==> src/ptts_pkg.sv <==
// Shared types, constants and control structs of the periodic task tick scheduler.
package ptts_pkg;

  localparam int TASK_SLOTS   = 16;
  localparam int RESULT_LIMIT = 16;
  localparam int SLOT_W       = (TASK_SLOTS > 1) ? $clog2(TASK_SLOTS) : 1;
  localparam int CNT_W        = $clog2(TASK_SLOTS + 1);
  localparam int EMIT_W       = $clog2(RESULT_LIMIT + 1);
  localparam int TASK_SLOT_W  = 6;
  localparam int TIME_W       = 32;
  localparam int PEND_W       = 8;
  localparam logic [PEND_W-1:0] PEND_MAX = '1;

  typedef enum logic [1:0] {
    FUNC_CLEAR    = 2'd0,
    FUNC_ADD      = 2'd1,
    FUNC_TICK     = 2'd2,
    FUNC_DISPATCH = 2'd3
  } func_t;

  typedef struct packed {
    func_t             func;
    logic [TIME_W-1:0] first_delay;
    logic [TIME_W-1:0] period;
  } in_item_t;

  typedef struct packed {
    logic [TASK_SLOT_W-1:0] task_slot;
    logic                   fired;
    logic                   accepted;
    logic                   last;
  } out_item_t;

  typedef struct packed {
    logic [TIME_W-1:0] delay_left;
    logic [TIME_W-1:0] reload_period;
    logic [PEND_W-1:0] pending_runs;
  } slot_entry_t;

  typedef enum logic [2:0] {
    ST_IDLE,
    ST_CLEAR,
    ST_ADD,
    ST_TICK,
    ST_DSCAN,
    ST_DUPD,
    ST_DNONE
  } state_t;

  typedef struct packed {
    logic cap_in;
    logic scan_rst;
    logic clr_table;
    logic add_task;
    logic tick_step;
    logic disp_skip;
    logic disp_rd;
    logic disp_commit;
    logic none_emit;
  } dp_cmd_t;

  typedef struct packed {
    logic out_free;
    logic scan_end;
    logic cur_due;
    logic tick_done;
    logic emitted_zero;
  } dp_sts_t;

endpackage

==> src/ptts_ctrl.sv <==
// Controller state machine that sequences clear, add, tick and dispatch.
module ptts_ctrl (
  input  logic              clk,
  input  logic              rst_n,
  input  logic              in_valid,
  output logic              in_ready,
  input  ptts_pkg::func_t   in_func,
  input  ptts_pkg::dp_sts_t sts,
  output ptts_pkg::dp_cmd_t cmd
);
  import ptts_pkg::*;

  state_t state_r;
  state_t state_nxt;

  always_ff @(posedge clk) begin
    if (!rst_n) begin
      state_r <= ST_IDLE;
    end else begin
      state_r <= state_nxt;
    end
  end

  always_comb begin
    state_nxt = state_r;
    unique case (state_r)
      ST_IDLE: begin
        if (in_valid) begin
          unique case (in_func)
            FUNC_CLEAR:    state_nxt = ST_CLEAR;
            FUNC_ADD:      state_nxt = ST_ADD;
            FUNC_TICK:     state_nxt = ST_TICK;
            FUNC_DISPATCH: state_nxt = ST_DSCAN;
          endcase
        end
      end
      ST_CLEAR: state_nxt = ST_IDLE;
      ST_ADD: begin
        if (sts.out_free) state_nxt = ST_IDLE;
      end
      ST_TICK: begin
        if (sts.tick_done) state_nxt = ST_IDLE;
      end
      ST_DSCAN: begin
        priority if (sts.scan_end) begin
          state_nxt = sts.emitted_zero ? ST_DNONE : ST_IDLE;
        end else if (sts.cur_due) begin
          state_nxt = ST_DUPD;
        end
      end
      ST_DUPD: begin
        if (sts.out_free) state_nxt = ST_DSCAN;
      end
      ST_DNONE: begin
        if (sts.out_free) state_nxt = ST_IDLE;
      end
      default: state_nxt = ST_IDLE;
    endcase
  end

  always_comb begin
    cmd      = '0;
    in_ready = 1'b0;
    unique case (state_r)
      ST_IDLE: begin
        in_ready     = 1'b1;
        cmd.cap_in   = in_valid;
        cmd.scan_rst = in_valid;
      end
      ST_CLEAR: cmd.clr_table = 1'b1;
      ST_ADD:   cmd.add_task  = sts.out_free;
      ST_TICK:  cmd.tick_step = 1'b1;
      ST_DSCAN: begin
        // A slot that is not due is skipped; a due slot needs a memory read.
        if (!sts.scan_end) begin
          cmd.disp_rd   = sts.cur_due;
          cmd.disp_skip = !sts.cur_due;
        end
      end
      ST_DUPD:  cmd.disp_commit = sts.out_free;
      ST_DNONE: cmd.none_emit   = sts.out_free;
      default: cmd = '0;
    endcase
  end

endmodule

==> src/ptts_dpath.sv <==
// Datapath with the slot memory, slot flags, scan counters and output register.
module ptts_dpath (
  input  logic                clk,
  input  logic                rst_n,
  input  ptts_pkg::dp_cmd_t   cmd,
  output ptts_pkg::dp_sts_t   sts,
  input  ptts_pkg::in_item_t  in_data,
  output logic                out_valid,
  input  logic                out_ready,
  output ptts_pkg::out_item_t out_data
);
  import ptts_pkg::*;

  slot_entry_t             slot_mem [TASK_SLOTS];
  slot_entry_t             rd_data_r;
  in_item_t                in_r;
  out_item_t               out_r;
  logic                    out_valid_r;
  logic [TASK_SLOTS-1:0]   slot_valid_r;
  logic [TASK_SLOTS-1:0]   due_r;
  logic [CNT_W-1:0]        slots_used_r;
  logic [CNT_W-1:0]        cnt_r;
  logic [EMIT_W-1:0]       emitted_r;
  logic                    tick_v_r;
  logic [SLOT_W-1:0]       tick_idx_r;

  logic [SLOT_W-1:0]       cur_idx;
  logic [SLOT_W-1:0]       add_idx;
  logic                    in_range;
  logic                    full;
  logic                    out_free;
  logic                    higher_due;
  logic                    last_la;
  logic                    tick_reload;
  logic [PEND_W-1:0]       pend_dec;
  logic                    one_shot;
  slot_entry_t             tick_entry;
  logic                    mem_we;
  logic                    mem_re;
  logic [SLOT_W-1:0]       mem_waddr;
  slot_entry_t             mem_wdata;

  assign cur_idx  = cnt_r[SLOT_W-1:0];
  assign add_idx  = slots_used_r[SLOT_W-1:0];
  assign in_range = (cnt_r < slots_used_r);
  assign full     = (slots_used_r == CNT_W'(TASK_SLOTS));
  assign out_free = !out_valid_r || out_ready;

  // Tick: a running countdown steps down, an expired one reloads and books a run.
  assign tick_reload = (rd_data_r.delay_left == '0);
  always_comb begin
    tick_entry = rd_data_r;
    if (tick_reload) begin
      tick_entry.delay_left = rd_data_r.reload_period;
      if (rd_data_r.pending_runs != PEND_MAX) begin
        tick_entry.pending_runs = rd_data_r.pending_runs + 1'b1;
      end
    end else begin
      tick_entry.delay_left = rd_data_r.delay_left - 1'b1;
    end
  end

  assign pend_dec = rd_data_r.pending_runs - 1'b1;
  assign one_shot = (rd_data_r.reload_period == '0);

  // The current result is the last one when no due slot lies above it or it fills the result limit.
  always_comb begin
    higher_due = 1'b0;
    for (int j = 0; j < TASK_SLOTS; j++) begin
      if (j > int'(cur_idx)) higher_due = higher_due | due_r[j];
    end
  end
  assign last_la = !higher_due || (emitted_r == EMIT_W'(RESULT_LIMIT - 1));

  always_comb begin
    mem_we    = 1'b0;
    mem_waddr = cur_idx;
    mem_wdata = rd_data_r;
    priority if (cmd.add_task && !full) begin
      mem_we    = 1'b1;
      mem_waddr = add_idx;
      mem_wdata = '{delay_left: in_r.first_delay, reload_period: in_r.period,
                    pending_runs: '0};
    end else if (tick_v_r) begin
      mem_we    = 1'b1;
      mem_waddr = tick_idx_r;
      mem_wdata = tick_entry;
    end else if (cmd.disp_commit) begin
      mem_we                 = 1'b1;
      mem_wdata.pending_runs = pend_dec;
    end
  end
  assign mem_re = (cmd.tick_step && in_range) || cmd.disp_rd;

  always_ff @(posedge clk) begin
    if (mem_we) slot_mem[mem_waddr] <= mem_wdata;
    if (mem_re) rd_data_r <= slot_mem[cur_idx];
  end

  always_ff @(posedge clk) begin
    if (!rst_n) begin
      out_valid_r  <= 1'b0;
      slot_valid_r <= '0;
      due_r        <= '0;
      slots_used_r <= '0;
      cnt_r        <= '0;
      emitted_r    <= '0;
      tick_v_r     <= 1'b0;
    end else begin
      if (out_valid_r && out_ready) out_valid_r <= 1'b0;
      tick_v_r <= cmd.tick_step && in_range && slot_valid_r[cur_idx];
      if (tick_v_r && tick_reload) due_r[tick_idx_r] <= 1'b1;
      if (cmd.scan_rst) begin
        cnt_r     <= '0;
        emitted_r <= '0;
      end
      if ((cmd.tick_step && in_range) || cmd.disp_skip) cnt_r <= cnt_r + 1'b1;
      if (cmd.disp_commit) begin
        cnt_r          <= cnt_r + 1'b1;
        emitted_r      <= emitted_r + 1'b1;
        out_valid_r    <= 1'b1;
        due_r[cur_idx] <= (pend_dec != '0) && !one_shot;
        if (one_shot) slot_valid_r[cur_idx] <= 1'b0;
      end
      if (cmd.add_task) begin
        out_valid_r <= 1'b1;
        if (!full) begin
          slot_valid_r[add_idx] <= 1'b1;
          due_r[add_idx]        <= 1'b0;
          slots_used_r          <= slots_used_r + 1'b1;
        end
      end
      if (cmd.none_emit) out_valid_r <= 1'b1;
      if (cmd.clr_table) begin
        slot_valid_r <= '0;
        due_r        <= '0;
        slots_used_r <= '0;
      end
    end
  end

  always_ff @(posedge clk) begin
    if (cmd.cap_in) in_r <= in_data;
    // The slot read in this cycle is written back in the next cycle.
    if (cmd.tick_step) tick_idx_r <= cur_idx;
    priority if (cmd.add_task) begin
      out_r.task_slot <= full ? '0 : TASK_SLOT_W'(add_idx);
      out_r.fired     <= 1'b0;
      out_r.accepted  <= !full;
      out_r.last      <= 1'b1;
    end else if (cmd.disp_commit) begin
      out_r.task_slot <= TASK_SLOT_W'(cur_idx);
      out_r.fired     <= 1'b1;
      out_r.accepted  <= 1'b0;
      out_r.last      <= last_la;
    end else if (cmd.none_emit) begin
      out_r.task_slot <= '0;
      out_r.fired     <= 1'b0;
      out_r.accepted  <= 1'b0;
      out_r.last      <= 1'b1;
    end
  end

  assign sts.out_free     = out_free;
  assign sts.scan_end     = !in_range || (emitted_r == EMIT_W'(RESULT_LIMIT));
  assign sts.cur_due      = due_r[cur_idx];
  assign sts.tick_done    = !in_range && !tick_v_r;
  assign sts.emitted_zero = (emitted_r == '0);

  assign out_valid = out_valid_r;
  assign out_data  = out_r;

endmodule

==> src/periodic_task_tick_scheduler.sv <==
// Top level of the periodic task tick scheduler: controller plus datapath.
//
//   channel   direction   handshake              payload
//   in_       input       in_valid / in_ready    in_data   (ptts_pkg::in_item_t)
//   out_      output      out_valid / out_ready  out_data  (ptts_pkg::out_item_t)
//
// Clear passes through the clear state and gives no result; add loads the result register.
// During a tick the slot memory, which has one read and one write port, streams the
// slots through a read stage and a write-back stage.
// Dispatch scans the used slots until the result limit, with an update step per due
// slot and a result step when nothing is due. A stalled out_ready holds add and dispatch.
// Reset is synchronous; the slot memory needs no clearing pass.
module periodic_task_tick_scheduler (
  input  logic                clk,
  input  logic                rst_n,
  input  logic                in_valid,
  output logic                in_ready,
  input  ptts_pkg::in_item_t  in_data,
  output logic                out_valid,
  input  logic                out_ready,
  output ptts_pkg::out_item_t out_data
);
  import ptts_pkg::*;

  dp_cmd_t cmd;
  dp_sts_t sts;

  ptts_ctrl u_ctrl (
    .clk      (clk),
    .rst_n    (rst_n),
    .in_valid (in_valid),
    .in_ready (in_ready),
    .in_func  (in_data.func),
    .sts      (sts),
    .cmd      (cmd)
  );

  ptts_dpath u_dpath (
    .clk       (clk),
    .rst_n     (rst_n),
    .cmd       (cmd),
    .sts       (sts),
    .in_data   (in_data),
    .out_valid (out_valid),
    .out_ready (out_ready),
    .out_data  (out_data)
  );

endmodule

==> config.mk <==
export PLATFORM = sky130hd
export DESIGN_NAME = periodic_task_tick_scheduler
export DESIGN_NICKNAME = d
export VERILOG_FILES = /design/src/ptts_pkg.sv /design/src/ptts_ctrl.sv /design/src/ptts_dpath.sv /design/src/periodic_task_tick_scheduler.sv
export SDC_FILE = /design/constraint.sdc
export NUM_CORES = 2
export LEC_CHECK = 0
export BUFFER_PORTS_ARGS = -buffer_cell sky130_fd_sc_hd__clkbuf_2
export CAP_MARGIN = 30
export CELL_PAD_IN_SITES_DETAIL_PLACEMENT = 0
export CELL_PAD_IN_SITES_GLOBAL_PLACEMENT = 1
export CORE_UTILIZATION = 40
export DETAILED_ROUTE_END_ITERATION = 10
export GPL_TIMING_DRIVEN = 0
export MAX_ROUTING_LAYER = met4
export PLACE_DENSITY = 0.68
export SYNTH_ARGS = -nofsm -noshare
export SYNTH_HDL_FRONTEND = slang
export SYNTH_SLANG_ARGS = --single-unit
==> constraint.sdc <==
create_clock -name clk -period 5.26 [get_ports clk]
set_clock_uncertainty 0.15 [all_clocks]
set_input_delay 0.526 -clock clk [delete_from_list [all_inputs] [get_ports clk]]
set_output_delay 0.526 -clock clk [all_outputs]
set_load 0.01 [all_outputs]
Yosys cells after proc, flatten, opt, wreduce, memory -nomap -nowiden --
Memories as Yosys holds them, arrays and structs flattened. A register that Yosys moved wholly into a read port is not among the register bits. Cells that the tools add are included.
Word-level totals: RAM bits 1152, input port bits 70, logic and storage cells 202, output and inout port bits 11, register bits 129, memories 1
Memory list:
- u_dpath.slot_mem | depth 16, bits a word 72, rd ports 1, clocked after Yosys merged registers in 1, write ports 1, line ptts_dpath.sv:14 | slot_entry_t slot_mem [TASK_SLOTS];
Cells by class: equality and inequality tests 18, reductions and logical operators 37, bitwise operators 22, add/subtract/negate cells 6, multiplexer cells 81, order comparisons 22
Operators with widths (count):
- $mux W16 | 11
- $mux W72 | 1
- $logic_not A32 Y1 | 2
- $mux W64 | 1
- $mux W1 | 35
- $and A16 B16 Y16 | 2
- $gt A4 B4 Y1 const A | 8
- $mux W32 | 1
- $mux W8 | 4
- $not A16 Y16 | 2
- $or A16 B16 Y16 | 2
- $sub A32 B1 Y32 const B | 1
- $mux W9 | 3
- $mux W3 | 7
- $mux W5 | 4
- $bwmux W16 | 1
- $gt A3 B4 Y1 const A | 4
- $add A5 B1 Y5 const B | 3
- $lt A4 B5 Y1 const B | 3
- $pmux W3 S5 | 1
- $or A1 B1 Y1 | 14
- $demux W1 S4 | 3
- $ge A4 B1 Y1 const B | 3
- $mux W4 | 3
- 33 further kinds | 67

Depth between registers and ports, before layout --
depth in word-level cells 34, mapped depth 11, gate-level depth less buffers 8

Cells and area by module --
Synthesis repeated with hierarchy kept, for this count alone.
Second synthesis, totals: cells, all modules 3249, area, all modules 54398.4 um^2
By module, submodules not included:
- ptts_dpath | times used 1, cells an instance 3199, area an instance 53990.5 um^2
- ptts_ctrl | times used 1, cells an instance 50, area an instance 407.9 um^2

Worst setup path before layout --
OpenSTA, ideal clock, no wires.
kind reg2reg, start register u_dpath.slots_used_r[0], end memory u_dpath.slot_mem[1][0] (netlist name), enable pin, cell stages (with the launch flop) 9, required time 4.608 ns, clock period less this slack 5.486 ns, arrival time 4.833 ns, path slack -0.226 ns, path through dfxtp_1 -> inv_1 -> ha_1 -> a311o_1 -> clkinv_1 -> clkbuf_1 -> o21a_1 -> nand2_1 -> nor2_1
Between the ends: longest elaborated chain between the ends 6
RTL lines:
- start: declaration | line ptts_dpath.sv:21 | logic [CNT_W-1:0] slots_used_r;
- start signal: assignment | line ptts_dpath.sv:130 | slots_used_r <= slots_used_r + 1'b1;
- $eq A5 B5 Y1 | line ptts_dpath.sv:46 | assign full = (slots_used_r == CNT_W'(TASK_SLOTS));
- $logic_not A1 Y1 | line ptts_dpath.sv:79 | priority if (cmd.add_task && !full) begin
- $logic_and A1 B1 Y1 | line ptts_dpath.sv:79
- $mux W1 | line ptts_dpath.sv:79
- $mux W1 | line ptts_dpath.sv:96 | if (mem_we) slot_mem[mem_waddr] <= mem_wdata;
- $mux W1 (not written as such) | line ptts_dpath.sv:96
- end: declaration | line ptts_dpath.sv:14
Several ways; a longest one is shown, not always the timed one.

Worst setup path after layout --
start register u_dpath.slots_used_r[0], end memory u_dpath.slot_mem[1][34] (netlist name), enable pin
Same word-level chain as after synthesis.

==> results.cfg <==
[status]
status = finished clean

[setup_path]
critPathMostFrequentCell = buf_16
crit_path_start = u_dpath.slots_used_r[0]
critical_path_class = register to register
r2r_end = u_dpath.slot_mem[1][34]
r2r_slack_ns = 0.60
critical_path.startpoint_type = register
critPathCaptureType = register
worstPathMaxFanout = 19
crit_end = u_dpath.slot_mem[1][34]
path_cells = inv_1, ha_1, a311o_1, clkinv_1, clkbuf_1, o21a_1, nand2_1, nor2_4, buf_16, buf_16, buf_12
required_ns = 5.55
reg2reg_depth = 11
worst-path-buf-inv = 6
cp.arrival_ns = 4.95
worst_path_max_delay_cell = clkbuf_1
max_stage_delay_ns = 0.69
crit_family = buffers and inverters
path_depth = 11
r2r-start = u_dpath.slots_used_r[0]

[job]
cap_violations = 0

[place]
place_inst = 5037
io_buffer_count = 78
gp_congestion = 0.8885
dpl.hpwl_um = 104200
pre_cts_slack_ns = 0.7032

[route]
drt_iter0_markers = 3728
wl_met1_um = 67030
drc = 0
met3_length_um = 13100
firstDrtPassIters = 8
post_drt_via_cell_ratio = 5.821
drt-total-wl_um = 154500
ant_nets = 0
vias = 31266
wl_per_cell_um = 28.76
met2_length_um = 70320
routed.top_layer = met4

[sta]
setup_ws_ns = 0.5969
finalHoldViolations = 0
setup_violations = 0
period_minus_slack_ns = 4.663
fmax_ghz = 0.2144
slew_violations = 0
rsz0062_at_grt = no
fin_crit_sh_pct = 88.65
holdWs_ns = 0.09474
worst_slew_pin_slew_ns = 1.097
slew_headroom_pct = 26.39

[global_route]
overflow = 0
grtUsageTotal_pct = 23.37
grt_pass1_wl_um = 220100
grt_max_degree = 55
first_global_vias = 30236
antenna_found_initial = 5

[final_layout]
fin_util_pct = 47.60
final-instance-count-excl-fill = 5371
syn_to_final_growth_pct = 17.98
fillers = 11246
final_nets = 3577
drive_above_1_share_pct = 16.90

[synthesis]
synth-main-ff-cell = edfxtp_1
ys_ff_latch = 1351
syn_area_per_cell_sq_um = 17.35
synth_edf_count = 1297
yosysTopAreaCellShare_pct = 72.34
yosys.cell_types.count = 75
synth_area_leaders = edfxtp_1 72%, mux4_2 6.3%, mux2i_1 5.5%, o221ai_1 2.4%, dfxtp_1 2.0%
yosysSeqAreaShare_pct = 74.35
yosysTopAreaCell = edfxtp_1
syn_area_sq_mm = 0.05384
yosysWarnings = 0
synthCells = 3103
async_flop_share_pct = 0

[clock_tree]
cts_tree = yes
htree_levels = 4
cts_buffers = 143
clkLatencyLatePin_ns = 0.78
clk_pin_slew_ns = 0.06
clockBufferDepth = 3
cts_sinks = 1351
cts.root.buffer_cell = clkbuf_16
cts_resized = 0

[floorplan]
die_h_um = 368.9
ios = 81
initial_core_util_pct = 40.34
die_w_um = 368.9
rows = 134
coreArea_sq_mm = 0.1335
dieArea_sq_mm = 0.1361

[power_and_ir_drop]
irDropWorstVdd_mv = 0.2875
power.leakage_nw = 19.65
p_per_area_mw_per_mm2 = 392.8

[min_path]
hold_class = input pin to register
hp-start = in_valid
## layer usage
layer | track usage, % | vias to the layer above
li1 | - | 13399
met1 | 32.73 | 16211
met2 | 34.83 | 1416
met3 | 4.350 | 240
met4 | 6.655 | 0
met5 | - | -
## stage by stage
step                       TNS, ns  total power [mW]  instance area, sq um
after floorplan            -218.21             14.21                 53840
after global placement    -6292.22             15.12                 56450
after detailed placement         0             15.24                 58230
after CTS                        0             25.10                 63460
after global routing             0             25.68                 63510
final                            0             24.95                 63520
## Yosys cell counts (6+ instances only)
| cell | instances |
|---|---|
| clkbuf_1 | 103 |
| buf_2 | 50 |
| o31ai_1 | 9 |
| xnor2_1 | 18 |
| nand4_1 | 9 |
| o21ai_1 | 27 |
| dfxtp_1 | 54 |
| nand2_1 | 169 |
| nor4_1 | 15 |
| nand3_1 | 37 |
| mux4_2 | 151 |
| nor2_1 | 162 |
| nand2b_1 | 12 |
| or3_1 | 13 |
| nor3_1 | 21 |
| o221ai_1 | 146 |
| o22ai_1 | 78 |
| mux2i_1 | 297 |
| and3_1 | 9 |
| a31oi_1 | 10 |
| a21oi_1 | 143 |
| nor3b_1 | 19 |
| ha_1 | 22 |
| nand3b_1 | 7 |
| buf_1 | 24 |
| edfxtp_1 | 1297 |
| inv_1 | 28 |
| xor2_1 | 8 |
| o21ai_0 | 57 |
| and2_1 | 6 |
| o2111a_1 | 12 |
| a221o_1 | 10 |
## tightest hold or removal path, delay by kind of cell
family                 cells  cell delay, ns
buffers and inverters      1            0.12
AO/OA/AOI/OAI              1            0.05
AND/OR/NAND/NOR            2            0.26
## timing repair
| action | 4_1_cts | 5_1_grt |
|---|---|---|
| endpoints found under the setup margin | 0 | 0 |
| endpoints found under the hold margin | 72 | 0 |
| buffers inserted | 0 | 0 |
| hold buffers | 66 | 0 |
## layout make-up
class	count	area (sq um)	area share [%]
Antenna cell	5	12.51	0.01970
Buffer	179	742.0	1.168
Clock buffer	179	3797	5.978
Clock inverter	79	775.7	1.221
Inverter	31	118.9	0.1871
Multi-Input combinational cell	1543	13110	20.63
Sequential cell	1351	40030	63.02
Tap cell	1768	2212	3.483
Timing Repair Buffer	236	2729	4.296
## sequential cells by signal, indices dropped and copies added, names as in the netlist
register,count
u_ctrl.state_r,3
u_dpath.rd_data_r,72
u_dpath.out_data,7
u_dpath.out_valid,1
u_dpath.slots_used_r,5
u_dpath.slot_valid_r,16
u_dpath.tick_v_r,1
u_dpath.cnt_r,5
u_dpath.emitted_r,5
u_dpath.slot_mem,1152
u_dpath.tick_idx_r,4
u_dpath.in_r,64
u_dpath.due_r,16
## worst min-delay path by stage
stage,depth (start not counted),end
2_1_floorplan,2,u_dpath.slot_valid_r[7]
3_3_place_gp,2,u_dpath.out_data[2]
3_5_place_dp,2,u_dpath.slot_valid_r[5]
4_1_cts,4,u_dpath.cnt_r[4]
5_1_grt,4,u_dpath.cnt_r[4]
6_report,4,u_dpath.cnt_r[4]
## kinds of logic (layout without fill, tap and decap cells)
| kind of cell | after synthesis | after routing | share of synthesized area [%] |
|---|---|---|---|
| xor gates and xnor gates | 26 | 26 | 0.4230 |
| adders and majority gates | 23 | 23 | 0.5299 |
| other | 1 | 7 | 0.006965 |
| DFF | 1351 | 1351 | 74.35 |
| AOI/OAI and AO/OA | 535 | 535 | 6.740 |
| buffers and inverters | 210 | 704 | 1.594 |
| and+or+nand+nor | 509 | 509 | 4.520 |
| muxes | 448 | 448 | 11.84 |
## placed cells by master, fill, tap and decap left out, drive strengths merged, types with 23 or more instances in the layout
cell,synthesis,layout
clkbuf,103,360
mux2i,297,297
nor3,23,23
buf,76,168
dfxtp,54,54
o22ai,78,78
o221ai,146,146
edfxtp,1297,1297
nand2,170,170
nand3,37,37
o21ai,84,84
a21oi,143,143
dlygate4sd3,0,66
nor2,162,162
clkinv,3,55
mux4,151,151
inv,28,34
## power by group
group          leakage [nW]  internal, mW  switching (mW)  total [mW]
sequential             12.2          12.6           0.128        12.7
combinational          5.29         0.735            1.59        2.33
clock                  2.20          5.69            4.19        9.88
(Power assumes the default switching activity.)
